File: src/slt_pkg.sv
// ----------------------------------------------------------------------------
// slt_pkg
// Field widths, opcodes, status codes and unit operations of the segment
// offset lookup block.
// ----------------------------------------------------------------------------
`default_nettype none

package slt_pkg;

    // Fixed field widths
    localparam int VAL_W = 48;
    localparam int SEG_W = 11;
    localparam int OP_W  = 2;
    localparam int ST_W  = 2;

    // Opcodes
    localparam logic [OP_W-1:0] OP_CLEAR  = 2'd0;
    localparam logic [OP_W-1:0] OP_APPEND = 2'd1;
    localparam logic [OP_W-1:0] OP_QUERY  = 2'd2;

    // Result status
    localparam logic [ST_W-1:0] ST_OK        = 2'd0;
    localparam logic [ST_W-1:0] ST_NOT_FOUND = 2'd1;
    localparam logic [ST_W-1:0] ST_REFUSED   = 2'd2;

    // Shared add/subtract unit operation
    typedef enum logic {
        ALU_ADD,
        ALU_SUB
    } t_alu_op;

endpackage

`default_nettype wire

File: src/slt_alu.sv
// ----------------------------------------------------------------------------
// slt_alu
// Shared add/subtract unit. The result carries one extra bit: the carry
// out of an add, or the borrow of a subtract (set when a < b).
// ----------------------------------------------------------------------------
`default_nettype none

module slt_alu #(
    parameter int W = 48
) (
    input  slt_pkg::t_alu_op i_op,
    input  logic [W-1:0]     i_a,
    input  logic [W-1:0]     i_b,
    output logic [W:0]       o_res
);

    // Zero-extended add or subtract
    always_comb begin
        if (i_op == slt_pkg::ALU_SUB) begin
            o_res = {1'b0, i_a} - {1'b0, i_b};
        end else begin
            o_res = {1'b0, i_a} + {1'b0, i_b};
        end
    end

endmodule

`default_nettype wire

File: config.mk
export PLATFORM = sky130hd
export DESIGN_NAME = slt_alu
export DESIGN_NICKNAME = d
export VERILOG_FILES = /design/src/slt_pkg.sv /design/src/slt_alu.sv
export SDC_FILE = /design/constraint.sdc
export NUM_CORES = 1
export LEC_CHECK = 0
export ABC_CLOCK_PERIOD_IN_PS = 5200
export BUFFER_PORTS_ARGS = -buffer_cell sky130_fd_sc_hd__buf_2
export CORE_ASPECT_RATIO = 0.75
export CORE_MARGIN = 10
export CORE_UTILIZATION = 40
export DETAILED_ROUTE_END_ITERATION = 6
export MAX_ROUTING_LAYER = met4
export PLACE_DENSITY = 0.71
export SYNTH_ARGS = -nofsm -noshare
export SYNTH_HDL_FRONTEND = slang
export SYNTH_SLANG_ARGS = --single-unit
export TNS_END_PERCENT = 30
File: constraint.sdc
create_clock -name vclk -period 5.2
set_input_delay 0.78 -clock vclk [all_inputs]
set_output_delay 0.78 -clock vclk [all_outputs]
set_load 0.02 [all_outputs]
; ---- Yosys cells after proc, flatten, opt, wreduce, memory -nomap -nowiden
; Index checks and enable logic that the tools add are counted.
[classes]
add_sub_neg = 2
mux = 1
[ops]
columns = op, count
row1 = $add A48 B48 Y49, 1
row2 = $mux W49, 1
row3 = $sub A48 B48 Y49, 1
[word_totals]
ff_bits = 0
inputBits = 97
out_inout_bits = 49
wordCells = 3

; ---- Depth between registers and ports, before layout
[depth]
ltp_word = 2
mapped_depth = 20
mapped_depth_nobuf = 18

; ---- Least setup slack after synthesis
; Ideal clock, no wire load.
[synth_timing]
kind = input port to output port
from = input i_b[10]
to = output o_res[39]
required_time_ns = 4.420
stages = 15
path_slack_ns = -0.341
path_buffers = 0
arrival_time_ns = 4.761
cell_sequence = or4_4 > or3_4 > nor3_2 > and2_2 > nor2_1 > xnor2_1 > ha_1 > a21o_1 > o21bai_1 > a21o_1 > a21o_1 > o21ai_1 > a211oi_2 > o211a_1 > a2111oi_1
[synth_via]
elab_chain_len = 2
elab_cells_between_ends = 3
classes_between = add/sub: 2 / mux: 1
[synth_lines]
columns = element, line_no
row1 = "start, declared", slt_alu.sv:13  ; input logic [W-1:0] i_b,
row2 = $add A48 B48 Y49 or $sub A48 B48 Y49 (tied branches), "slt_alu.sv:22, slt_alu.sv:20"
row3 = $mux W49 *, slt_alu.sv:19  ; if (i_op == slt_pkg::ALU_SUB) begin
row4 = "end, declared", slt_alu.sv:14  ; output logic [W:0] o_res
; Mark *: on every way between the ends. The rest lies on a longest branch, timed or not.

; ---- Worst setup path after layout
[layout_timing]
from = input i_b[7]
to = output o_res[46]
; The elaborated chain is that of the path after synthesis.

==> impl_metrics.json <==
{
  "synth-simple-area-share_pct": 27.8,
  "grt_max_degree": 20,
  "dieHeight_microns": 107,
  "yosys_warnings": 0,
  "grt_pass1_wl_microns": 30300,
  "ir_worst_vdd_v": 0.000122,
  "synth-compound-area-share_pct": 32.5,
  "drc": 0,
  "swShare_pct": 54.7,
  "wl_microns": 20200,
  "seq_cells": 0,
  "track_usage_pct": 25.3,
  "dp.cells": 1032,
  "drtPass1Iterations": 6,
  "ant_nets": 0,
  "fin_total_pwr_mw": 1.49,
  "synth-seq-area-share_pct": 0,
  "finalHoldViolCount": 0,
  "leakagePower_nw": 3.40,
  "worstSetupEndpointType": "output pin",
  "fmax_mhz": 178,
  "overflow": 0,
  "violations": "setup timing",
  "worst_slew_pin_slew_ns": 0.710,
  "status": "finished with violations",
  "maxCapViolCount": 0,
  "vias": 6225,
  "ys_types": 66,
  "antenna_found_initial": 0,
  "hp-class": "in -> out",
  "regArea_sq_um": 0,
  "syn_area_per_cell_sq_um": 6.59,
  "die_area_sq_um": 14600,
  "gp_congestion": 1.03,
  "cp.required_ns": 4.42,
  "slew_viol_final": 0,
  "syn_nets": 761,
  "core_sq_um": 9770,
  "first_global_vias": 6011,
  "synthesis.area_sq_um": 4050,
  "p_sw_mw": 0.817,
  "drtIter0Drc": 776,
  "rows": 31,
  "setup_violations": 22,
  "synth_fa_ha_area_share_pct": 15.7,
  "holdBufCountCts": 0,
  "yosys-mux-area-fraction_pct": 0.495,
  "drive_gt1_share_pct": 49.3,
  "clock_buffers": 0,
  "layout.cells.non_filler": 1069,
  "fin_crit_sh_pct": 108,
  "grt_setup_unrepaired": "true",
  "wire_per_inst_microns": 18.9,
  "tns_ns": -5.24,
  "crit_path_start_kind": "input port",
  "start_util_pct": 41.4,
  "fin_crit_ns": 5.60,
  "syn_to_final_growth_pct": 76.1,
  "worst-setup-path-type": "in -> out",
  "port_buffers": 146,
  "synthXorXnorAreaFrac_pct": 18.8,
  "pwr-share-seq_pct": 0,
  "crit_fanout": 4,
  "powerDensity_nw_per_um2": 210,
  "die_w_microns": 136,
  "ioPinCount": 146,
  "internal_power_mw": 0.676,
  "arrival_ns": 4.82,
  "synth_top_family_by_area": "compound AO/OA/AOI/OAI gates",
  "n_antenna_cell": 0,
  "slew_headroom_pct": 52.3,
  "nNetsFinal": 1086,
  "fill_cells": 775,
  "fin_hold_ws_ns": 2.00,
  "dpl.hpwl_microns": 15900,
  "syn_inst": 614,
  "p_comb_share_pct": 100.0,
  "via_per_inst": 5.82,
  "p_clk_share_pct": 0,
  "fin_ws_ns": -0.404
}
-- worst max-delay path, stage by stage --
cell and delay [ns]:
buf_6 0.09, or4_4 0.52, or3_4 0.38, nor3_4 0.19, and2_4 0.20, buf_4 0.11
nand2_2 0.06, nor3_4 0.18, a21oi_2 0.10, xnor2_2 0.15, ha_1 0.32, inv_1 0.07
o21bai_1 0.20, a21oi_2 0.10, o21ai_1 0.18, a31oi_2 0.17, or3_4 0.38, nand4_1 0.09
or3b_4 0.40, buf_6 0.14
-- path summary, 6_finish.rpt --
kind                   start  slack, ns  cells past startpoint        end
worst max-delay path  i_b[7]      -0.40                     20  o_res[46]
worst min-delay path  i_a[1]       2.00                      3   o_res[1]
-- cell usage after synthesis, types with 3 or more instances --
master | n | area [sq um]
a211o_1 | 3 | 26.3
a211oi_2 | 3 | 37.5
a21o_1 | 21 | 158
a21oi_1 | 82 | 410
a221oi_1 | 3 | 26.3
a31oi_1 | 18 | 113
and2_1 | 4 | 25.0
and3_1 | 7 | 43.8
buf_1 | 3 | 11.3
buf_2 | 3 | 15.0
clkbuf_1 | 22 | 82.6
ha_1 | 49 | 613
inv_1 | 22 | 82.6
nand2_1 | 46 | 173
nand2b_1 | 4 | 25.0
nand3_1 | 12 | 60.1
nand4_1 | 15 | 93.8
nor2_1 | 69 | 259
nor2b_1 | 4 | 25.0
nor3_1 | 24 | 120
nor3b_1 | 3 | 22.5
nor4_1 | 8 | 50.1
nor4_2 | 3 | 37.5
o2111a_1 | 3 | 33.8
o21a_1 | 4 | 30.0
o21ai_0 | 30 | 150
o21bai_1 | 12 | 90.1
or2_2 | 3 | 18.8
or3_1 | 3 | 18.8
xnor2_1 | 69 | 604
xor2_1 | 18 | 158
-- final cells by class --
cell class	count	area, sq um	area share, %
Inverter	22	82.6	1.16
Multi-Input combinational cell	564	4450	62.4
Tap cell	132	165	2.32
Timing Repair Buffer	351	2430	34.1
-- cells in the final DEF (no fill, tap or decap), types with 9 or more instances in the layout --
cell     instances
nand2_1         41
nand3_1         10
a31oi_1         14
ha_1            47
o21ai_0         12
a21oi_2         17
nand4_1         15
xnor2_1         64
o21ai_2          9
nor3_1          22
buf_2          123
xor2_1          18
buf_4          206
a21oi_1         64
a21o_1          20
inv_1           22
nor2_1          62
buf_6           20
o21ai_1          9
-- per-layer routing --
metal,vias up,wire length [microns],part of all wire (%),GRT usage [%]
met5,-,0,0,-
met4,0,363,1.8,2.66
met3,52,1990,9.8,3.64
met2,355,9240,46,40.6
met1,2913,8580,43,33.8
li1,2905,-,-,-
-- stage by stage --
step / utilization (%) / setup slack, ns / cell area, sq um
floorplan: - / -0.0970 / 4100
finish: 72.9 / -0.404 / 7120
CTS: 68.2 / -0.369 / 6670
global placement: 62.8 / -0.632 / 6140
detailed placement: 62.8 / -0.664 / 6140
global route: 72.9 / -0.552 / 7120
-- kinds of logic (layout without fill, tap and decap cells) --
group,Yosys count,count (layout)
simple gates,220,220
fa+ha+maj,50,50
compound gates,205,205
mux,2,2
xor+xnor,87,87
buf+inv,50,373
-- repair_timing --
action,in CTS,in global routing
pin swaps,66,47
gates resized for setup,96,70
setup buffers,20,20
gates cloned,0,0
setup endpoints to repair,21,25
-- power groups by stage --
| stage | clock network (mW) | logic (mW) | registers [mW] |
|---|---|---|---|
| 2_1_floorplan | 0 | 0.719 | 0 |
| 3_3_place_gp | 0 | 1.23 | 0 |
| 5_1_grt | 0 | 1.59 | 0 |
| 4_1_cts | 0 | 1.36 | 0 |
| 3_5_place_dp | 0 | 1.24 | 0 |
| 6_report | 0 | 1.49 | 0 |
Power figures use the tool's default switching activity.
